## config.mk

```make
export PLATFORM = sky130hd
export DESIGN_NAME = bounded_deque_with_remove_core
export DESIGN_NICKNAME = d
export VERILOG_FILES = /design/src/hw/rtl/bdq_pkg.sv /design/src/hw/rtl/bounded_deque_with_remove_core.sv /design/src/hw/rtl/bdq_store.sv
export SDC_FILE = /design/constraint.sdc
export NUM_CORES = 1
export LEC_CHECK = 0
export BUFFER_PORTS_ARGS = -buffer_cell sky130_fd_sc_hd__buf_4
export CORE_UTILIZATION = 45
export DETAILED_ROUTE_END_ITERATION = 10
export GPL_TIMING_DRIVEN = 1
export SYNTH_ARGS = -nofsm -noshare
export SYNTH_HDL_FRONTEND = slang
export SYNTH_SLANG_ARGS = --single-unit
```

## constraint.sdc

```tcl
create_clock -name clk -period 5.9 [get_ports clk]
set_clock_uncertainty 0.2 [all_clocks]
set_input_delay 0.295 -clock clk [delete_from_list [all_inputs] [get_ports clk]]
set_output_delay 0.295 -clock clk [all_outputs]
set_load 0.02 [all_outputs]
```

## src/hw/rtl/bdq_pkg.sv

```systemverilog
package bdq_pkg;

  localparam int DEPTH      = 16;
  localparam int ELEM_WIDTH = 32;
  localparam int IDX_W      = $clog2(DEPTH);
  localparam int CNT_W      = $clog2(DEPTH + 1);
  localparam int OP_W       = 3;
  localparam int VAL_W      = 32;
  localparam int STATUS_W   = 2;
  localparam int FILL_W     = 5;

  typedef logic [ELEM_WIDTH-1:0] elem_t;
  typedef logic [IDX_W-1:0]      idx_t;
  typedef logic [CNT_W-1:0]      cnt_t;
  // one spare bit so that position + 1 or + 2 never wraps
  typedef logic [CNT_W:0]        pos_t;

  typedef enum logic [OP_W-1:0] {
    OP_PUSH_FRONT = 3'd0,
    OP_PUSH_BACK  = 3'd1,
    OP_POP_FRONT  = 3'd2,
    OP_POP_BACK   = 3'd3,
    OP_REMOVE     = 3'd4
  } op_t;

  typedef enum logic [STATUS_W-1:0] {
    ST_DONE      = 2'd0,
    ST_EMPTY     = 2'd1,
    ST_FULL      = 2'd2,
    ST_NOT_FOUND = 2'd3
  } status_t;

  // request from the sequencer to the ring store
  typedef struct packed {
    logic  wr_en;
    idx_t  wr_addr;
    elem_t wr_data;
    idx_t  rd_addr;
  } store_req_t;

  // ring position of the k-th entry from the front, k <= DEPTH + 1
  function automatic idx_t slot_of(idx_t front, pos_t k);
    logic [CNT_W+1:0] sum;
    sum = (CNT_W+2)'(front) + (CNT_W+2)'(k);
    if (sum >= (CNT_W+2)'(DEPTH)) begin
      sum = sum - (CNT_W+2)'(DEPTH);
    end
    if (sum >= (CNT_W+2)'(DEPTH)) begin
      sum = sum - (CNT_W+2)'(DEPTH);
    end
    return idx_t'(sum);
  endfunction

  function automatic elem_t to_elem(logic [VAL_W-1:0] v);
    logic [ELEM_WIDTH+VAL_W-1:0] ext;
    ext = {{ELEM_WIDTH{1'b0}}, v};
    return ext[ELEM_WIDTH-1:0];
  endfunction

  function automatic logic [VAL_W-1:0] from_elem(elem_t e);
    logic [ELEM_WIDTH+VAL_W-1:0] ext;
    ext = {{VAL_W{1'b0}}, e};
    return ext[VAL_W-1:0];
  endfunction

endpackage

```

## src/hw/rtl/bounded_deque_with_remove_core.sv

```systemverilog
// Bounded double-ended queue of DEPTH entries kept in a single-port-write,
// single-port-read ring store, driven by a small sequencer. Each input
// transaction carries one operation (push front/back, pop front/back, or
// remove the first entry equal to in_value) and yields exactly one result
// transaction with the popped value, a status and the fill level after the
// operation. A push, a refused operation or an unused code goes from the
// accepting state straight to S_DONE; a pop passes through S_POP for its one
// store read. Remove walks the ring one entry per cycle through the store's
// read port in S_SCAN; on a match at position k of n entries, S_SHIFT moves
// the n - k - 1 entries behind it down one position, and S_DONE hands over
// the result. A miss goes from S_SCAN straight to S_DONE.
// in_ready is high only while the sequencer is idle. A finished result sits
// in an output register, so the next transaction can be taken while it
// waits for out_ready; if the register is still occupied when the next
// result is ready, that result waits in the sequencer and the block stays
// busy until out_ready frees the register. Store contents are undefined
// after reset; data read from unoccupied positions is never used.
module bounded_deque_with_remove_core
  import bdq_pkg::*;
(
  input  logic                clk,
  input  logic                rst_n,

  input  logic                in_valid,
  output logic                in_ready,
  input  logic [OP_W-1:0]     in_op,
  input  logic [VAL_W-1:0]    in_value,

  output logic                out_valid,
  input  logic                out_ready,
  output logic [VAL_W-1:0]    out_popped,
  output logic [STATUS_W-1:0] out_status,
  output logic [FILL_W-1:0]   out_fill
);

  typedef enum logic [2:0] {
    S_IDLE,
    S_POP,     // store read in flight for a pop
    S_SCAN,    // searching for the value, one entry a cycle
    S_SHIFT,   // closing the gap behind the match
    S_DONE     // result ready for the output register
  } state_t;

  state_t             state_r, state_nxt;
  idx_t               front_r, front_nxt;
  cnt_t               occ_r, occ_nxt;
  cnt_t               k_r, k_nxt;        // position of the entry on rd_data in S_SCAN
  elem_t              val_r, val_nxt;
  logic [VAL_W-1:0]   res_popped_r, res_popped_nxt;
  status_t            res_status_r, res_status_nxt;
  logic               out_valid_r, out_valid_nxt;
  logic [VAL_W-1:0]   out_popped_r, out_popped_nxt;
  logic [STATUS_W-1:0] out_status_r, out_status_nxt;
  logic [FILL_W-1:0]  out_fill_r, out_fill_nxt;

  store_req_t         req;
  elem_t              rd_data;

  pos_t               k_p1, k_p2, occ_ext;
  logic               is_full, is_empty;

  bdq_store u_store (
    .clk     (clk),
    .req     (req),
    .rd_data (rd_data)
  );

  assign k_p1     = {1'b0, k_r} + pos_t'(1);
  assign k_p2     = {1'b0, k_r} + pos_t'(2);
  assign occ_ext  = {1'b0, occ_r};
  assign is_full  = (occ_r == CNT_W'(DEPTH));
  assign is_empty = (occ_r == '0);

  assign in_ready   = (state_r == S_IDLE);
  assign out_valid  = out_valid_r;
  assign out_popped = out_popped_r;
  assign out_status = out_status_r;
  assign out_fill   = out_fill_r;

  always_comb begin
    state_nxt      = state_r;
    front_nxt      = front_r;
    occ_nxt        = occ_r;
    k_nxt          = k_r;
    val_nxt        = val_r;
    res_popped_nxt = res_popped_r;
    res_status_nxt = res_status_r;
    out_valid_nxt  = out_valid_r;
    out_popped_nxt = out_popped_r;
    out_status_nxt = out_status_r;
    out_fill_nxt   = out_fill_r;

    req.wr_en   = 1'b0;
    req.wr_addr = front_r;
    req.wr_data = val_r;
    req.rd_addr = front_r;

    // output register drains independently of the sequencer
    if (out_valid_r && out_ready) begin
      out_valid_nxt = 1'b0;
    end

    unique case (state_r)
      S_IDLE: begin
        if (in_valid) begin
          val_nxt        = to_elem(in_value);
          res_popped_nxt = '0;
          res_status_nxt = ST_DONE;
          state_nxt      = S_DONE;
          unique case (in_op)
            OP_PUSH_FRONT: begin
              if (is_full) begin
                res_status_nxt = ST_FULL;
              end else begin
                front_nxt   = (front_r == '0) ? IDX_W'(DEPTH - 1) : front_r - idx_t'(1);
                req.wr_en   = 1'b1;
                req.wr_addr = front_nxt;
                req.wr_data = to_elem(in_value);
                occ_nxt     = occ_r + cnt_t'(1);
              end
            end
            OP_PUSH_BACK: begin
              if (is_full) begin
                res_status_nxt = ST_FULL;
              end else begin
                req.wr_en   = 1'b1;
                req.wr_addr = slot_of(front_r, occ_ext);
                req.wr_data = to_elem(in_value);
                occ_nxt     = occ_r + cnt_t'(1);
              end
            end
            OP_POP_FRONT: begin
              if (is_empty) begin
                res_status_nxt = ST_EMPTY;
              end else begin
                req.rd_addr = front_r;
                front_nxt   = (front_r == IDX_W'(DEPTH - 1)) ? '0 : front_r + idx_t'(1);
                occ_nxt     = occ_r - cnt_t'(1);
                state_nxt   = S_POP;
              end
            end
            OP_POP_BACK: begin
              if (is_empty) begin
                res_status_nxt = ST_EMPTY;
              end else begin
                req.rd_addr = slot_of(front_r, occ_ext - pos_t'(1));
                occ_nxt     = occ_r - cnt_t'(1);
                state_nxt   = S_POP;
              end
            end
            OP_REMOVE: begin
              if (is_empty) begin
                res_status_nxt = ST_EMPTY;
              end else begin
                req.rd_addr = front_r;
                k_nxt       = '0;
                state_nxt   = S_SCAN;
              end
            end
            default: begin
              // unused codes: no effect, reported as done
            end
          endcase
        end
      end

      S_POP: begin
        res_popped_nxt = from_elem(rd_data);
        state_nxt      = S_DONE;
      end

      S_SCAN: begin
        // fetch the next entry speculatively; on a match it is the first to move
        req.rd_addr = slot_of(front_r, k_p1);
        if (rd_data == val_r) begin
          if (k_p1 < occ_ext) begin
            state_nxt = S_SHIFT;
          end else begin
            // match on the tail entry: just drop it
            occ_nxt   = occ_r - cnt_t'(1);
            state_nxt = S_DONE;
          end
        end else if (k_p1 == occ_ext) begin
          res_status_nxt = ST_NOT_FOUND;
          state_nxt      = S_DONE;
        end else begin
          k_nxt = cnt_t'(k_p1);
        end
      end

      S_SHIFT: begin
        // rd_data holds entry k+1; move it down to position k
        req.wr_en   = 1'b1;
        req.wr_addr = slot_of(front_r, {1'b0, k_r});
        req.wr_data = rd_data;
        req.rd_addr = slot_of(front_r, k_p2);
        k_nxt       = cnt_t'(k_p1);
        if (k_p2 == occ_ext) begin
          occ_nxt   = occ_r - cnt_t'(1);
          state_nxt = S_DONE;
        end
      end

      S_DONE: begin
        if (!out_valid_r || out_ready) begin
          out_valid_nxt  = 1'b1;
          out_popped_nxt = res_popped_r;
          out_status_nxt = res_status_r;
          out_fill_nxt   = FILL_W'(occ_r);
          state_nxt      = S_IDLE;
        end
      end

      default: begin
        state_nxt = S_IDLE;
      end
    endcase
  end

  always_ff @(posedge clk) begin
    if (!rst_n) begin
      state_r     <= S_IDLE;
      front_r     <= '0;
      occ_r       <= '0;
      out_valid_r <= 1'b0;
    end else begin
      state_r     <= state_nxt;
      front_r     <= front_nxt;
      occ_r       <= occ_nxt;
      out_valid_r <= out_valid_nxt;
    end
    k_r          <= k_nxt;
    val_r        <= val_nxt;
    res_popped_r <= res_popped_nxt;
    res_status_r <= res_status_nxt;
    out_popped_r <= out_popped_nxt;
    out_status_r <= out_status_nxt;
    out_fill_r   <= out_fill_nxt;
  end

`ifndef SYNTHESIS
  a_occ_bound : assert property (@(posedge clk) disable iff (!rst_n)
    occ_r <= CNT_W'(DEPTH))
    else $error("occupancy above depth");

  a_push_grows : assert property (@(posedge clk) disable iff (!rst_n)
    (in_valid && in_ready && !is_full &&
     (in_op == OP_PUSH_FRONT || in_op == OP_PUSH_BACK))
    |=> (occ_r == $past(occ_r) + cnt_t'(1)))
    else $error("accepted push did not add one entry");

  a_front_held : assert property (@(posedge clk) disable iff (!rst_n)
    (state_r == S_SCAN || state_r == S_SHIFT) |=> $stable(front_r))
    else $error("front moved during remove");

  a_scan_in_range : assert property (@(posedge clk) disable iff (!rst_n)
    (state_r == S_SCAN || state_r == S_SHIFT) |-> (k_r < occ_r))
    else $error("remove position beyond occupancy");
`endif

endmodule

```

## src/hw/rtl/bdq_store.sv

```systemverilog
module bdq_store
  import bdq_pkg::*;
(
  input  logic       clk,
  input  store_req_t req,
  output elem_t      rd_data
);

  elem_t mem [DEPTH];

  always_ff @(posedge clk) begin
    if (req.wr_en) begin
      mem[req.wr_addr] <= req.wr_data;
    end
  end

  // registered read, data valid the cycle after the address
  always_ff @(posedge clk) begin
    rd_data <= mem[req.rd_addr];
  end

endmodule
```

==> Word-level counts from Yosys, hierarchy flattened <==
Memory sizes are Yosys's and may differ from the RTL's. A register that Yosys moved wholly into a read port is not among the register bits.
Cells that the tools add are included.
{ "totals": {"regBits": 123, "mem_bits_rw": 512, "input_bits": 39, "output_inout_bits": 41, "elab_cells": 168, "mem_count": 1} }
{ "mem_list": {"columns": ["name", "depth", "width", "read_ports", "rd_ports_with_merged_regs", "wr", "line", "rtl"], "rows": [
  ["u_store.mem", 16, 32, 1, 1, 1, "bdq_store.sv:9", "elem_t mem [DEPTH];"]
]} }
{ "op_classes": {"add_sub_neg": 22, "order_cmp": 11, "eq_ne": 29, "mux": 72, "reduce_logical": 22} }
{ "ops": {"columns": ["op", "count"], "rows": [
  ["$pmux W37 S2", 2],
  ["$mux W7", 16],
  ["$mux W37", 2],
  ["$pmux W32 S2", 1],
  ["$ge A7 B5 Y1 const B", 8],
  ["$mux W5", 11],
  ["$mux W4", 11],
  ["$mux W41", 1],
  ["$eq A32 B32 Y1", 1],
  ["$mux W32", 1],
  ["$pmux W5 S3", 2],
  ["$mux W3", 8],
  ["$sub A4 B1 Y4 const B", 6],
  ["$ne A2 B2 Y1 const B", 11],
  ["$add A4 B6 Y7", 3],
  ["$sub A7 B5 Y7 const B", 3],
  ["$pmux W3 S5", 1],
  ["$sub A6 B5 Y7 const B", 2],
  ["$add A4 B5 Y6", 2],
  ["$eq A3 B2 Y1 const B", 4],
  ["$eq A6 B5 Y1", 2],
  ["$ge A6 B5 Y1 const B", 2],
  ["$ne A3 B3 Y1 const B", 4],
  ["$pmux W4 S3", 1],
  ["other kinds (33)", 51]
]} }

==> Depth between registers and ports, before layout <==
{ "depth": {"depth_word": 16, "depth_mapped": 17, "ltp_nobuf": 12} }

==> By module <==
A second synthesis with hierarchy kept.
{ "hier_totals": {"hier_cells": 1409, "hier_area_um2": 26302.7} }
{ "modules_own_cells": {"columns": ["mod", "n_inst", "cells_per_inst", "area_each_um2", "seq_area_each_um2"], "rows": [
  ["bdq_store", 1, 838, 19854.0, 16015.4],
  ["bounded_deque_with_remove_core", 1, 571, 6448.7, 3563.4]
]} }

==> Worst setup path after synthesis <==
Ideal clock, no wire load.
{ "synth_timing": {"path_kind": "register to register", "startpoint": "reg front_r[0]", "endpoint": "mem u_store.mem[1][0] (netlist name) (enable)", "setup_time_ns": 0.461, "t_arrival_ns": 4.200, "t_required_ns": 5.239, "slack_ns": 1.039, "path_stages_with_launch": 10, "path_buffers": 1, "synth_period_minus_slack_ns": 4.861, "path_cell_list": "dfxtp_1 clkbuf_1 inv_1 ha_1 o21bai_1 a21oi_1 a41oi_1 a221oi_1 o21ai_1 nor3_1"} }
{ "synth_via": {"elab_chain_cells": 13, "word_cells_on_any_way": 27, "classes_between": "add/sub: 7; order compare: 4; mux: 15; reduce/logical: 1"} }
{ "synth_rtl": {"columns": ["element", "line", "rtl"], "rows": [
  ["from (decl)", "bounded_deque_with_remove_core.sv:45", "idx_t front_r, front_nxt;"],
  ["from (signal assigned)", "bounded_deque_with_remove_core.sv:228", "front_r <= front_nxt;"],
  ["$add A4 B5 Y6", "bdq_pkg.sv:44", "sum = (CNT_W+2)'(front) + (CNT_W+2)'(k);"],
  ["$sub A6 B5 Y7 / $ge A6 B5 Y1 (equally long branches)", "bdq_pkg.sv:46, bdq_pkg.sv:45", null],
  ["$mux W7", "bdq_pkg.sv:45", "if (sum >= (CNT_W+2)'(DEPTH)) begin"],
  ["$mux W7", "bounded_deque_with_remove_core.sv:123", "if (is_full) begin"],
  ["$mux W7", "bounded_deque_with_remove_core.sv:110", "unique case (in_op)"],
  ["$mux W7", "bounded_deque_with_remove_core.sv:105", "if (in_valid) begin"],
  ["$mux W7", "bounded_deque_with_remove_core.sv:103", "unique case (state_r)"],
  ["$ge A7 B5 Y1 / $sub A4 B1 Y4 (equally long branches)", "bdq_pkg.sv:48, bdq_pkg.sv:49", null],
  ["$mux W4", "bdq_pkg.sv:48", "if (sum >= (CNT_W+2)'(DEPTH)) begin"],
  ["$mux W37", "bounded_deque_with_remove_core.sv:123", null],
  ["$pmux W37 S2", "bounded_deque_with_remove_core.sv:110", null],
  ["$mux W41", "bounded_deque_with_remove_core.sv:105", null],
  ["$pmux W37 S2 (*)", "bounded_deque_with_remove_core.sv:103", null],
  ["to (decl)", "bdq_store.sv:9", null]
]} }
Mark *: on every way between the ends. The rest lies on a longest branch, timed or not. The select of a mux whose other input is x is not followed.

==> Worst setup path in the final report <==
{ "layout_timing": {"startpoint": "reg state_r[1]", "endpoint": "reg u_store.rd_data[6], read port of u_store.mem"} }
{ "layout_via": {"elab_chain_cells": 2, "word_cells_on_any_way": 4, "classes_between": "eq/ne: 2; mux: 1; reduce/logical: 1"} }
{ "layout_rtl": {"columns": ["element", "line", "rtl"], "rows": [
  ["from (decl)", "bounded_deque_with_remove_core.sv:44", "state_t state_r, state_nxt;"],
  ["from (signal assigned)", "bounded_deque_with_remove_core.sv:227", "state_r <= state_nxt;"],
  ["$eq A3 B2 Y1 / $logic_not A3 Y1 (equally long branches)", "bounded_deque_with_remove_core.sv:103", null],
  ["$pmux W4 S3 (*)", "bounded_deque_with_remove_core.sv:103", null],
  ["to (decl)", "bdq_store.sv:6", "output elem_t rd_data"]
]} }
Mark *: on every way between the ends. The rest lies on a longest branch, timed or not.
A chain may end at the register's enable or synchronous reset.

==> results.md <==
* Status: finished clean
* Flops & latches, synth at 667
* Final Hold Viols at 0
* Leakage power at approximately 11 nW
* Vias in the first global route at 16050
* Boundary Pins at 80
* Design Power at about 11 mW
* Reg area at a little under 20000 sq um
* Num Clock Sinks at between 600 and 700
* Slew Limit Fails at 0
* Die H at ~250 um
* CP Class: reg2reg
* VDD IR max at 0.2173 mV
* Drt pass-1 iters at 7
* Hold WS at about 67 ps
* GRT Overall Usage at 22.37%
* # diodes at 0
* Total number of vias at 16690
* Core Area at 59020 sq um
* Crit-path max cell delay at between 900 and 1000 ps
* Sequential share of the synthesized area at between 70 and 80%
* PortBufs at just under 80
* Post-DP Area at approximately 28000 sq um
* Placed insts at about 2800
* Initial drt markers at roughly 1800
* Commonest non-fill, non-tap cell in the layout: edfxtp_1
* CTS tree: yes
* Worst Path Max Fanout at 36
* Die X at around 250 um
* Routed wire length at between 60000 and 70000 um
* Final Cell Area at between 30000 and 40000 sq um
* CP Data Arrival Time at 4750 ps
* Max Fclk at 221.3 MHz
* Worst hold path type: in2reg
* Async set or reset register ratio after synthesis at 0%
* Worst path slowest cell: and2_2
* CP Launch Type: flip-flop
* Wirelength per Cell at around 23 um
* Setup WS post-layout at 1381 ps
* Filler cells at 4876
* Final ANT Viol Nets at 0
* Slew margin rel. at 27.96%
* H-tree depth at 3
* Final GP Congestion at 0.8429
* Worst-Skew Late Latency at between 600 and 700 ps
* Initial core utilization at between 40% and 50%
* Crit end category: flip-flop
* Most frequent cells in the layout: 622 x edfxtp_1, 467 x nand2_1, 203 x nand3_1
* Post-place setup slack at roughly 1500 ps
* Post-layout util at a little over half
* Clock buffer depth at 3
* Max-cap violations at 0
* RSZ-0062 raised after global routing: no
* Cell taking the most area after synthesis: edfxtp_1
* DIE AREA at between 60000 and 70000 sq um
* CP cell instances: nor2b_1 -> buf_4 -> and2_1 -> xnor2_1 -> ha_1 -> fa_1 -> a21oi_1 -> o21ai_0 -> nand4_1 -> and2_2 -> buf_4 -> a32oi_1 -> nand4_1 -> o21ai_0
* PD cells at 347.9 nW/um^2
* Root Driver: clkbuf_16
* Share of cells above drive strength 1 at 11.40%
* Initial antenna violation count at 0
* Global-route wire length before repair at 101300 um
* Syn Nets at a little over 2000
* Final period util at about three quarters
* Grt ovf at 0
* P&R area growth vs syn at 15.21%
* DPL Wire Length at 39570 um
* Fin crit period at 4519 ps
* Layout Cells excl Fill at a little under 3000
* DRC at 0
* Critical path origin: state_r[1]
* Mapped Avg Cell Area at around 13 sq um
* TritonCTS buffer count at 67
* Reg clk slew, reported paths at around 60 ps
* Fin Setup TNS at 0 ps
* Critical Path RT at 6130 ps
* # nets final at between 2000 and 2500
* Multi-input logic area at between 6000 and 7000 sq um
* # setup viols final at 0
* Synth unique cells at 60
* Synthesized cell area at 26930 sq um
* Synth area leaders: edfxtp_1 69%, nand2_1 6.5%, nand3_1 3.8%
* Tightest Pin Transition at 1078 ps
* Post-CTS setup repair buffer count at 0
* Syn Inst Count at about 2000
* Vias per cell at about 5.7
* Row count at about 90
* Top cell type's share of synthesized area at between 60% and 70%
* Primary FF master, synth: edfxtp_1
* Largest net degree at the start of global routing at 180
* Post-synth EDFFs at roughly 620
* Warnings from Yosys at 0
* Hold Startpoint: in_op[0]
* RR Startpoint: state_r[1]
## worst max-delay path: cells and delay by family, from the launching register on
family / cells / cell delay [ps]
AO/OA/AOI/OAI: 4 / 450
flip-flops: 1 / 600
buffers and inverters: 2 / 560
XOR/XNOR: 1 / 130
AND/OR/NAND/NOR: 5 / 1730
adder cells (fa/ha/maj): 2 / 660
## cell type report
type | instances | area share [%]
repair buffers | 165 | 4.573
clock inverters | 30 | 1.311
multi-input cells | 1169 | 21.43
inverters | 52 | 0.6291
well taps | 773 | 3.117
flip-flops and latches | 667 | 63.10
clock buffers | 92 | 5.839
## cell usage after synthesis (3+ instances only)
master / count
buf_4: 24
o21ai_1: 23
mux2i_1: 38
nor3_1: 21
nand2_1: 467
nor2_1: 26
clkbuf_1: 47
fa_1: 4
a32oi_1: 33
o211ai_1: 5
nor2b_1: 8
a31oi_1: 4
and2_1: 38
a21o_1: 5
a211oi_1: 5
a22oi_1: 3
nand4_1: 74
nand3_1: 203
o21ai_0: 27
xnor2_1: 21
inv_1: 52
nand2b_1: 5
a221oi_1: 4
dfxtp_1: 45
ha_1: 24
a222oi_1: 32
buf_2: 42
or3_1: 3
edfxtp_1: 622
nor4_1: 8
o21bai_1: 3
a21oi_1: 16
xor2_1: 38
## flip-flops by register name, indices dropped and copies added (netlist names)
name and cells:
k_r 5, state_r 3, out_fill 5, out_popped 32, front_r 4, res_popped_r 32
res_status_r 2, val_r 32, u_store.mem 512, out_status 2, out_valid 1, occ_r 5
u_store.rd_data 32
## layer usage
metal / share of wire [%] / track usage [%]
met1: 45 / 32.89
met2: 45 / 33.72
met3: 7.7 / 3.813
met4: 2.5 / 7.226
met5: 0 / 0
## kinds of logic (layout without fill, tap and decap cells)
logic type	after synthesis	in the layout	share of synthesized area, %
AO/OA/AOI/OAI	175	175	4.767
XOR/XNOR	59	59	1.919
adder cells (fa/ha/maj)	28	28	1.412
buffers and inverters	169	339	3.076
flip-flops	667	667	72.70
multiplexers	39	39	1.454
AND/OR/NAND/NOR	868	868	14.67
## power by group
part / switching, mW / internal [mW]
registers: 0.139 / 5.42
logic: 0.648 / 0.274
clock network: 1.76 / 2.56
## timing repair
| item | 4_1_cts | 5_1_grt |
|---|---|---|
| gates resized for setup | 0 | 0 |
| endpoints found under the setup margin | 0 | 0 |
| hold buffers | 37 | 0 |
| endpoints found under the hold margin | 42 | 0 |
## path summary, 6_finish.rpt
kind                             end  slack [ps]  cells after the start
hold / removal            front_r[0]          70                      4
setup reg to reg  u_store.rd_data[6]        1380                     14
hold reg to reg        out_popped[8]         220                      0
setup / recovery  u_store.rd_data[6]        1380                     14
(Power assumes the default switching activity.)
